==> src/rtl/afr_pkg.sv <==
`timescale 1ns / 1ps
// ----------------------------------------------------------------------------
// afr_pkg
// Shared widths and pipeline payload types for the aspect-fit rectangle unit.
// ----------------------------------------------------------------------------
package afr_pkg;

   localparam int DIM_BITS   = 16;
   localparam int OFS_BITS   = DIM_BITS - 1;
   localparam int PROD_BITS  = 2 * DIM_BITS;
   localparam int DIV_STAGES = DIM_BITS;

   typedef logic [DIM_BITS-1:0]  dim_type;
   typedef logic [OFS_BITS-1:0]  ofs_type;
   typedef logic [PROD_BITS-1:0] prod_type;

   // Per-request sideband that rides along the divider stages.
   typedef struct packed {
      logic    valid;
      logic    zero;    // some input dimension was zero
      logic    wide;    // source relatively wider: width follows destination
      dim_type dst_w;
      dim_type dst_h;
   } side_type;

   // Divider stage payload: partial remainder, dividend bits still to
   // shift in (low end fills with quotient bits), and the divisor.
   typedef struct packed {
      side_type side;
      dim_type  rem;
      dim_type  low;
      dim_type  divisor;
   } div_type;

endpackage

==> src/rtl/afr_front.sv <==
`timescale 1ns / 1ps
// ----------------------------------------------------------------------------
// afr_front
// Cross products, aspect compare and divide operand select (two stages).
// ----------------------------------------------------------------------------
module afr_front (
   input  logic             clock,
   input  logic             reset,
   input  logic             en,
   input  logic             req_valid,
   input  afr_pkg::dim_type src_width,
   input  afr_pkg::dim_type src_height,
   input  afr_pkg::dim_type dst_width,
   input  afr_pkg::dim_type dst_height,
   output afr_pkg::div_type div_out
);

   // stage A: products
   logic              a_valid_ff;
   logic              a_zero_ff,  a_zero_in;
   afr_pkg::prod_type a_wh_ff,    a_wh_in;     // src_width * dst_height
   afr_pkg::prod_type a_hw_ff,    a_hw_in;     // src_height * dst_width
   afr_pkg::dim_type  a_sw_ff,    a_sh_ff;
   afr_pkg::dim_type  a_dw_ff,    a_dh_ff;

   // stage B: selected division
   logic              b_valid_ff;
   afr_pkg::div_type  b_ff,       b_in;
   logic              wide;
   afr_pkg::prod_type dividend;

   assign a_zero_in = (src_width == '0) || (src_height == '0) ||
                      (dst_width == '0) || (dst_height == '0);
   assign a_wh_in   = afr_pkg::prod_type'(src_width)  * afr_pkg::prod_type'(dst_height);
   assign a_hw_in   = afr_pkg::prod_type'(src_height) * afr_pkg::prod_type'(dst_width);

   always_ff @(posedge clock) begin
      if (reset) begin
         a_valid_ff <= 1'b0;
         b_valid_ff <= 1'b0;
      end else if (en) begin
         a_valid_ff <= req_valid;
         b_valid_ff <= a_valid_ff;
      end
   end

   always_ff @(posedge clock) begin
      if (en) begin
         a_zero_ff <= a_zero_in;
         a_wh_ff   <= a_wh_in;
         a_hw_ff   <= a_hw_in;
         a_sw_ff   <= src_width;
         a_sh_ff   <= src_height;
         a_dw_ff   <= dst_width;
         a_dh_ff   <= dst_height;
         b_ff      <= b_in;
      end
   end

   // Equal aspect counts as wider.
   assign wide     = (a_wh_ff >= a_hw_ff);
   assign dividend = wide ? a_hw_ff : a_wh_ff;

   always_comb begin
      b_in              = '0;
      b_in.side.valid   = a_valid_ff;
      b_in.side.zero    = a_zero_ff;
      b_in.side.wide    = wide;
      b_in.side.dst_w   = a_dw_ff;
      b_in.side.dst_h   = a_dh_ff;
      b_in.rem          = dividend[afr_pkg::PROD_BITS-1:afr_pkg::DIM_BITS];
      b_in.low          = dividend[afr_pkg::DIM_BITS-1:0];
      b_in.divisor      = wide ? a_sw_ff : a_sh_ff;
   end

   always_comb begin
      div_out            = b_ff;
      div_out.side.valid = b_valid_ff;
   end

endmodule

==> src/rtl/afr_div_stage.sv <==
`timescale 1ns / 1ps
// ----------------------------------------------------------------------------
// afr_div_stage
// One restoring-division step: resolves one quotient bit per stage.
// ----------------------------------------------------------------------------
module afr_div_stage (
   input  logic             clock,
   input  logic             reset,
   input  logic             en,
   input  afr_pkg::div_type div_in,
   output afr_pkg::div_type div_out
);

   logic                        valid_ff;
   afr_pkg::div_type            stage_ff, stage_in;
   logic [afr_pkg::DIM_BITS:0]  trial;
   logic [afr_pkg::DIM_BITS:0]  diff;
   logic                        q_bit;

   // Shift the next dividend bit into the remainder and try the subtract.
   assign trial = {div_in.rem, div_in.low[afr_pkg::DIM_BITS-1]};
   assign diff  = trial - {1'b0, div_in.divisor};
   assign q_bit = (trial >= {1'b0, div_in.divisor});

   always_comb begin
      stage_in     = div_in;
      stage_in.rem = q_bit ? diff[afr_pkg::DIM_BITS-1:0] : trial[afr_pkg::DIM_BITS-1:0];
      stage_in.low = {div_in.low[afr_pkg::DIM_BITS-2:0], q_bit};
   end

   always_ff @(posedge clock) begin
      if (reset) begin
         valid_ff <= 1'b0;
      end else if (en) begin
         valid_ff <= div_in.side.valid;
      end
   end

   always_ff @(posedge clock) begin
      if (en) begin
         stage_ff <= stage_in;
      end
   end

   always_comb begin
      div_out            = stage_ff;
      div_out.side.valid = valid_ff;
   end

endmodule

==> src/rtl/afr_back.sv <==
`timescale 1ns / 1ps
// ----------------------------------------------------------------------------
// afr_back
// Clamp of the scaled size, centering offsets and the response register.
// ----------------------------------------------------------------------------
module afr_back (
   input  logic             clock,
   input  logic             reset,
   input  logic             en,
   input  afr_pkg::div_type div_in,
   output logic             rsp_valid,
   output afr_pkg::ofs_type rsp_fit_x,
   output afr_pkg::ofs_type rsp_fit_y,
   output afr_pkg::dim_type rsp_fit_width,
   output afr_pkg::dim_type rsp_fit_height
);

   logic             valid_ff;
   afr_pkg::ofs_type x_ff, x_in;
   afr_pkg::ofs_type y_ff, y_in;
   afr_pkg::dim_type w_ff, w_in;
   afr_pkg::dim_type h_ff, h_in;
   afr_pkg::dim_type scaled;
   afr_pkg::dim_type fw, fh;
   afr_pkg::dim_type spare_w, spare_h;

   // Never let the scaled side collapse to nothing.
   assign scaled = (div_in.low == '0) ? afr_pkg::dim_type'(1) : div_in.low;
   assign fw     = div_in.side.wide ? div_in.side.dst_w : scaled;
   assign fh     = div_in.side.wide ? scaled : div_in.side.dst_h;
   assign spare_w = div_in.side.dst_w - fw;
   assign spare_h = div_in.side.dst_h - fh;

   always_comb begin
      if (div_in.side.zero) begin
         x_in = '0;
         y_in = '0;
         w_in = '0;
         h_in = '0;
      end else begin
         x_in = spare_w[afr_pkg::DIM_BITS-1:1];
         y_in = spare_h[afr_pkg::DIM_BITS-1:1];
         w_in = fw;
         h_in = fh;
      end
   end

   always_ff @(posedge clock) begin
      if (reset) begin
         valid_ff <= 1'b0;
      end else if (en) begin
         valid_ff <= div_in.side.valid;
      end
   end

   always_ff @(posedge clock) begin
      if (en) begin
         x_ff <= x_in;
         y_ff <= y_in;
         w_ff <= w_in;
         h_ff <= h_in;
      end
   end

   assign rsp_valid      = valid_ff;
   assign rsp_fit_x      = x_ff;
   assign rsp_fit_y      = y_ff;
   assign rsp_fit_width  = w_ff;
   assign rsp_fit_height = h_ff;

endmodule

==> src/rtl/aspect_fit_rectangle_unit.sv <==
`timescale 1ns / 1ps
// ----------------------------------------------------------------------------
// aspect_fit_rectangle_unit
// Letterbox fit: centered source-shaped rectangle inside a destination area.
// ----------------------------------------------------------------------------
// Usage:
//   Request channel (req_valid/req_ready) carries a source size and a
//   destination size. Response channel (rsp_valid/rsp_ready) returns the
//   fitted rectangle: offsets fit_x/fit_y and size fit_width/fit_height.
//   Every request gives exactly one response, in order.
//   The pipeline is 19 register stages: two front stages (cross products,
//   then aspect compare and operand select), 16 divider stages resolving
//   one quotient bit each, and the output register.
//   Throughput is one request per cycle; nothing loops back, so the
//   pipeline takes a new request every cycle while rsp_ready stays high.
//   When the receiver stalls with a response waiting, the whole pipeline
//   holds in place and req_ready drops in the same cycle; nothing is
//   dropped or repeated. Reset clears all stage valid bits; the block is
//   ready on the first cycle after reset.
//   Any zero dimension yields an all-zero response.
// ----------------------------------------------------------------------------
module aspect_fit_rectangle_unit (
   input  logic             clock,
   input  logic             reset,
   input  logic             req_valid,
   output logic             req_ready,
   input  afr_pkg::dim_type req_src_width,
   input  afr_pkg::dim_type req_src_height,
   input  afr_pkg::dim_type req_dst_width,
   input  afr_pkg::dim_type req_dst_height,
   output logic             rsp_valid,
   input  logic             rsp_ready,
   output afr_pkg::ofs_type rsp_fit_x,
   output afr_pkg::ofs_type rsp_fit_y,
   output afr_pkg::dim_type rsp_fit_width,
   output afr_pkg::dim_type rsp_fit_height
);

   // Advance every stage unless a finished response is waiting and rsp_ready is low.
   logic             en;
   afr_pkg::div_type div_chain [0:afr_pkg::DIV_STAGES];

   assign en        = !rsp_valid || rsp_ready;
   assign req_ready = en;

   // Front: products and selection of dividend/divisor.
   afr_front u_front (
      .clock      (clock),
      .reset      (reset),
      .en         (en),
      .req_valid  (req_valid),
      .src_width  (req_src_width),
      .src_height (req_src_height),
      .dst_width  (req_dst_width),
      .dst_height (req_dst_height),
      .div_out    (div_chain[0])
   );

   // Divider: one quotient bit per stage, MSB first.
   for (genvar i = 0; i < afr_pkg::DIV_STAGES; i++) begin : g_div
      afr_div_stage u_stage (
         .clock   (clock),
         .reset   (reset),
         .en      (en),
         .div_in  (div_chain[i]),
         .div_out (div_chain[i+1])
      );
   end

   // Back: clamp, offsets, response register.
   afr_back u_back (
      .clock          (clock),
      .reset          (reset),
      .en             (en),
      .div_in         (div_chain[afr_pkg::DIV_STAGES]),
      .rsp_valid      (rsp_valid),
      .rsp_fit_x      (rsp_fit_x),
      .rsp_fit_y      (rsp_fit_y),
      .rsp_fit_width  (rsp_fit_width),
      .rsp_fit_height (rsp_fit_height)
   );

   // A stalled response must freeze the front of the pipe too.
   a_stall_blocks_req: assert property (@(posedge clock) disable iff (reset)
      (rsp_valid && !rsp_ready) |-> !req_ready)
      else $error("request accepted while response stalled");

   // An empty width means the all-zero case: everything else is zero too.
   a_zero_all: assert property (@(posedge clock) disable iff (reset)
      (rsp_valid && rsp_fit_width == '0) |->
         (rsp_fit_height == '0 && rsp_fit_x == '0 && rsp_fit_y == '0))
      else $error("partial zero response");

   // Outside the zero case the height is never clamped to nothing.
   a_nonempty: assert property (@(posedge clock) disable iff (reset)
      (rsp_valid && rsp_fit_width != '0) |-> (rsp_fit_height != '0))
      else $error("fitted height empty with nonzero width");

   // A valid bit can only reach the output after the front saw a request.
   a_no_spurious: assert property (@(posedge clock) disable iff (reset)
      (en && !div_chain[afr_pkg::DIV_STAGES].side.valid) |=> !rsp_valid)
      else $error("response appeared without a request in flight");

endmodule
==> config.mk <==
export PLATFORM = sky130hd
export DESIGN_NAME = aspect_fit_rectangle_unit
export DESIGN_NICKNAME = d
export VERILOG_FILES = /design/src/rtl/afr_pkg.sv /design/src/rtl/afr_front.sv /design/src/rtl/afr_div_stage.sv /design/src/rtl/afr_back.sv /design/src/rtl/aspect_fit_rectangle_unit.sv
export SDC_FILE = /design/constraint.sdc
export NUM_CORES = 2
export LEC_CHECK = 0
export BUFFER_PORTS_ARGS = -buffer_cell sky130_fd_sc_hd__buf_2
export CAP_MARGIN = 30
export CORE_MARGIN = 2
export CORE_UTILIZATION = 30
export CTS_BUF_LIST = sky130_fd_sc_hd__clkbuf_8
export DETAILED_ROUTE_END_ITERATION = 7
export SYNTH_ARGS = -nofsm -noshare
export SYNTH_HDL_FRONTEND = slang
export SYNTH_SLANG_ARGS = --single-unit
==> constraint.sdc <==
create_clock -name clock -period 157.8 [get_ports clock]
set_clock_uncertainty 0.1 [all_clocks]
set_input_delay 23.67 -clock clock [delete_from_list [all_inputs] [get_ports clock]]
set_output_delay 23.67 -clock clock [all_outputs]
set_load 0.03 [all_outputs]
# Word-level counts from Yosys, hierarchy flattened

Cells that the tools add are included.

Logic and storage cells: 213
Output and inout port bits: 64
Register bits: 1572

Reduce and logical (&&, ||, !) cells: 10
Add/sub/neg operators: 17
Multiplexer cells: 20
$lt $le $gt $ge: 17
$mul: 2

Operators with widths:

| cell                                                           | number |
|---|---|
| 16-bit two-way mux                                             | 19 |
| 17-bit by 16-bit greater-or-equal comparator with 1-bit output | 16 |
| 16-bit subtractor                                              | 17 |
| 16-bit zero test                                               | 5 |
| 16-bit by 16-bit multiplier with 32-bit output                 | 2 |
| 32-bit greater-or-equal comparator                             | 1 |
| 32-bit two-way mux                                             | 1 |
| 1-bit logical OR                                               | 4 |
| 1-bit zero test                                                | 1 |

# Depth between registers and ports, before layout

Depth in word-level cells: 4
Depth in mapped cells: 23
Depth with buffers taken out: 20

# Hierarchy

From an unflattened synthesis, not the netlist that was laid out.

Cell total of the unflattened synthesis: 6669
Area, all modules: 88596.2 µm²

Modules (own cells, without submodules):

| module                               | area each (µm²) | cells an instance | instances |
|---|---|---|---|
| afr_div_stage (g_div[0].u_stage ...) | 3694.8          | 239               | 15 |
| afr_front                            | 24881.4         | 2359              | 1 |
| afr_back                             | 4585.6          | 473               | 1 |
| afr_div_stage (g_div[14].u_stage)    | 3701.0          | 251               | 1 |
| aspect_fit_rectangle_unit            | 6.3             | 1                 | 1 |

# Worst setup path before layout

OpenSTA, ideal clock, no wires.

Path kind: input to output
Start point: input port rsp_ready
End point: output port req_ready
Data required time: 134030 ps
Arrival time: 65948 ps
Stages: 3
Path slack: 68082 ps
Buffers on the path: 1
Cell sequence: nor2b_1 > clkinv_1 > clkbuf_1

Word-level cells in the longest chain between the ends: 1

RTL lines:

| item             | line                            | text |
|---|---|---|
| start, declared  | aspect_fit_rectangle_unit.sv:32 | `input logic rsp_ready,` |
| 1-bit logical OR | aspect_fit_rectangle_unit.sv:43 | `assign en = !rsp_valid \|\| rsp_ready;` |
| end, declared    | aspect_fit_rectangle_unit.sv:26 | `output logic req_ready,` |

No other way between the ends.

# Worst setup path in the final report

Ends and elaborated chain as after synthesis.

==> report_table.html <==
<table>
<tr><th>Metric</th><th>Value</th></tr>
<tr><th colspan="2">Die</th></tr>
<tr><td>Initial cell density of the core</td><td>30.2%</td></tr>
<tr><td>Placeable core region</td><td>276000 um^2</td></tr>
<tr><td>Die height</td><td>531 um</td></tr>
<tr><td>Floorplan die width</td><td>531 um</td></tr>
<tr><td>Row cnt</td><td>193</td></tr>
<tr><td>Boundary pin count</td><td>132</td></tr>
<tr><td>Die area</td><td>282000 um^2</td></tr>
<tr><th colspan="2">Placement</th></tr>
<tr><td>Gp weighted congestion</td><td>0.843</td></tr>
<tr><td>Port Buffer Count</td><td>131</td></tr>
<tr><td>Detailed Place HPWL</td><td>117000 um</td></tr>
<tr><th colspan="2">Drt</th></tr>
<tr><td>Post-route DRC violation count</td><td>0</td></tr>
<tr><td>Total Wirelength</td><td>163000 um</td></tr>
<tr><td>Router iterations before antenna repair</td><td>7</td></tr>
<tr><td>Remaining antenna violation count</td><td>0</td></tr>
<tr><td>Ratio of routed vias to standard cells</td><td>4.59</td></tr>
<tr><td>Via count</td><td>48100</td></tr>
<tr><td>Detailed-route wire length per cell</td><td>15.6 um</td></tr>
<tr><td>DRC marker count from the first detailed-route iteration</td><td>2856</td></tr>
<tr><th colspan="2">Min path</th></tr>
<tr><td>Hold-critical path endpoint</td><td>g_div[5].u_stage.div_out[31]$_DFFE_PP_</td></tr>
<tr><td>Min-delay src</td><td>g_div[4].u_stage.div_out[30]$_DFFE_PP_</td></tr>
<tr><td>Hold path cells</td><td>0</td></tr>
<tr><td>Worst Hold Class</td><td>flop to flop</td></tr>
<tr><th colspan="2">Worst setup path</th></tr>
<tr><td>Required time of the worst setup path</td><td>134030 ps</td></tr>
<tr><td>Startpoint type of the worst setup path</td><td>input pin</td></tr>
<tr><td>Startpoint of the lowest-slack register-to-register path</td><td>u_back.rsp_valid$_SDFFE_PP0P_</td></tr>
<tr><td>Highest net fanout along the worst path</td><td>107</td></tr>
<tr><td>CP endpoint kind</td><td>primary output</td></tr>
<tr><td>Data arrival time of the critical path</td><td>24940 ps</td></tr>
<tr><td>Critical register-to-register path endpoint</td><td>g_div[0].u_stage.div_out[31]$_DFFE_PP_</td></tr>
<tr><td>Reg-to-reg slack, setup</td><td>152400 ps</td></tr>
<tr><td>Number of cells traversed by the worst register-to-register path</td><td>7</td></tr>
<tr><td>Startpoint-to-endpoint class of the critical path</td><td>input pin to primary output</td></tr>
<tr><th colspan="2">Clocking</th></tr>
<tr><td>Number of setup buffers added after CTS</td><td>0</td></tr>
<tr><td>TritonCTS clock tree</td><td>built</td></tr>
<tr><td>Clock-pin slew on the worst setup and hold paths</td><td>60 ps</td></tr>
<tr><td>Maximum count of clock buffers along a single path</td><td>4</td></tr>
<tr><td>Number of sinks handled by clock tree synthesis</td><td>1572</td></tr>
<tr><td>Clock root buffer master</td><td>clkbuf_8</td></tr>
<tr><td>Clock insertion delay at the later pin of the skew report</td><td>980 ps</td></tr>
<tr><td>CTS H-Tree Depth</td><td>5</td></tr>
<tr><td>Post-cts repair resize count</td><td>0</td></tr>
<tr><td>Total clock buffers created by CTS</td><td>276</td></tr>
<tr><td>Post-CTS Hold Fix Bufs</td><td>0</td></tr>
<tr><th colspan="2">Logic synthesis</th></tr>
<tr><td>Yosys warns</td><td>0</td></tr>
<tr><td>Area share of the leading cell type in the synthesized netlist</td><td>55.9%</td></tr>
<tr><td>Synth Flop Type</td><td>edfxtp_1</td></tr>
<tr><td>Proportion of register bits with asynchronous set or reset after synthesis</td><td>0%</td></tr>
<tr><td>Flop and latch count out of synthesis</td><td>1572</td></tr>
<tr><td>Netlist area before placement</td><td>83400 um^2</td></tr>
<tr><td>Syn avg cell area</td><td>13.2 um^2</td></tr>
<tr><td>Mapped Cells</td><td>6296</td></tr>
<tr><td>Library cell occupying the most area in the post-synthesis netlist</td><td>edfxtp_1</td></tr>
<tr><td>Top cells by area, synth</td><td>edfxtp_1 56%, fa_1 9.7%, ha_1 7.9%</td></tr>
<tr><td>Distinct cell type count after synthesis</td><td>89</td></tr>
<tr><td>Portion of the post-synthesis area used by sequential elements</td><td>56.4%</td></tr>
<tr><td>Number of synthesized flops with an enable pin</td><td>1553</td></tr>
<tr><td>Number of nets in the synthesized netlist</td><td>7293</td></tr>
<tr><th colspan="2">GRT</th></tr>
<tr><td>Residual overflow from global routing</td><td>0</td></tr>
<tr><td>Vias in the first global route</td><td>50400</td></tr>
<tr><td>Number of antenna violations at the first check in global routing</td><td>21</td></tr>
<tr><td>Pin count of the biggest net entering global routing</td><td>201</td></tr>
<tr><td>GRT Overall Usage</td><td>11.5%</td></tr>
<tr><td>Global-route wire length before repair</td><td>265000 um</td></tr>
<tr><th colspan="2">Timing</th></tr>
<tr><td>Portion of the clock cycle consumed by the worst path in the final layout</td><td>30.9%</td></tr>
<tr><td>Setup repair after global routing missed its margin</td><td>no</td></tr>
<tr><td>Minimum clock period after layout</td><td>48710 ps</td></tr>
<tr><td>Sum Neg Setup Slack</td><td>0 ps</td></tr>
<tr><td>Slew Limit Fails</td><td>0</td></tr>
<tr><td>Pin slew with the least headroom to its limit</td><td>1270 ps</td></tr>
<tr><td>Worst rel slew slack</td><td>15.6%</td></tr>
<tr><td>Final setup violation count</td><td>0</td></tr>
<tr><td>Maximum achievable frequency</td><td>20.5 MHz</td></tr>
<tr><td>Count of endpoints failing hold in the final timing report</td><td>0</td></tr>
<tr><th colspan="2">Finish</th></tr>
<tr><td>Layout Nets</td><td>7600</td></tr>
<tr><td>Register area</td><td>47000 um^2</td></tr>
<tr><td>Most used cells in the layout excluding fill and tap cells</td><td>1553 x edfxtp_1, 915 x inv_1, 524 x ha_1</td></tr>
<tr><td>Most common cell after layout, fill and taps aside</td><td>edfxtp_1</td></tr>
<tr><td># fillers</td><td>26900</td></tr>
<tr><td>Ratio of cells with drive above 1 in the final layout</td><td>11.2%</td></tr>
<tr><td>Area growth from synthesis to layout</td><td>11.8%</td></tr>
<tr><td>Multi-input gate area in the final layout</td><td>32700 um^2</td></tr>
<tr><th colspan="2">Status</th></tr>
<tr><td>Outcome</td><td>finished, final reports clean</td></tr>
<tr><th colspan="2">Job</th></tr>
<tr><td>Max-capacitance violation count</td><td>0</td></tr>
</table>
## critical path, cell delays in order
cell and delay, ps:
buf_2 70, nor2b_1 40, buf_4 210, inv_8 460
buf_2 330
## per-layer routing
| metal | GRT usage, % | part of all wire, % |
|---|---|---|
| met5 | 0 | 0.028 |
| met4 | 4.86 | 4.0 |
| met3 | 2.19 | 4.8 |
| met2 | 19.7 | 48 |
| met1 | 14.0 | 43 |
## Yosys cell counts, drive strengths merged (36+ instances only)
master	instances
xnor2	153
inv	834
nand3	63
xor2	67
fa	405
o21a	74
nor3	105
mux2i	71
nand2	456
nor2b	62
nand2b	36
a211oi	37
o21ai	175
and2	247
a21o	77
clkbuf	105
mux2	226
nor2	256
edfxtp	1553
nand4	58
a21oi	258
ha	524
## sequential cells by signal, summed over array words and instances, names as in the netlist, 32 cells and up
register	cells
u_front.div_out	82
u_front.a_hw_ff	32
u_front.a_wh_ff	32
g_div.u_stage.div_out	1280
## cell families (layout without fill, tap and decap cells)
group	after synthesis	count (layout)	share of synthesized area, %
flip-flops	1572	1572	56.4
AND/OR/NAND/NOR	1431	1431	8.46
buffers and inverters	967	1441	4.41
adder cells (fa/ha/maj)	929	929	17.6
AO/OA/AOI/OAI	880	880	6.95
multiplexers	297	297	3.93
XOR/XNOR	220	220	2.31
other	0	5	0
## final cells by class
type	instances	share of cell area, %
sequential	1572	50.4
multi-input combinational	3757	35.1
tap	3705	4.97
clock buffer	280	4.13
inverter	836	3.37
timing repair buffer	160	1.10
clock inverter	165	0.889
antenna	5	0.0134
## metrics by stage
| step | util, % | instance area, um^2 | worst slack, ps | instances | hold slack (ps) |
|---|---|---|---|---|---|
| 2_1_floorplan | - | 83400 | 68080 | 6296 | 300 |
| 3_3_place_gp | 32.0 | 88400 | 109100 | 10000 | 301 |
| 3_5_place_dp | 32.0 | 88500 | 109070 | 10000 | 305 |
| 4_1_cts | 33.7 | 93200 | 109070 | 10500 | 261 |
| 5_1_grt | 33.7 | 93300 | 108990 | 10500 | 267 |
| 6_report | 33.7 | 93300 | 109090 | 10500 | 265 |
## worst max path at each step
stage,start,to,slack [ps],cells after the start
floorplan,rsp_ready,req_ready,68080,3
global placement,rsp_ready,req_ready,109100,5
detailed placement,rsp_ready,req_ready,109070,5
CTS,rsp_ready,req_ready,109070,5
global route,rsp_ready,req_ready,108990,5
finish,rsp_ready,req_ready,109090,5
Power is left out: the tool's default activity adds up to more than one toggle a clock period on the data nets, which glitch-free logic cannot reach.
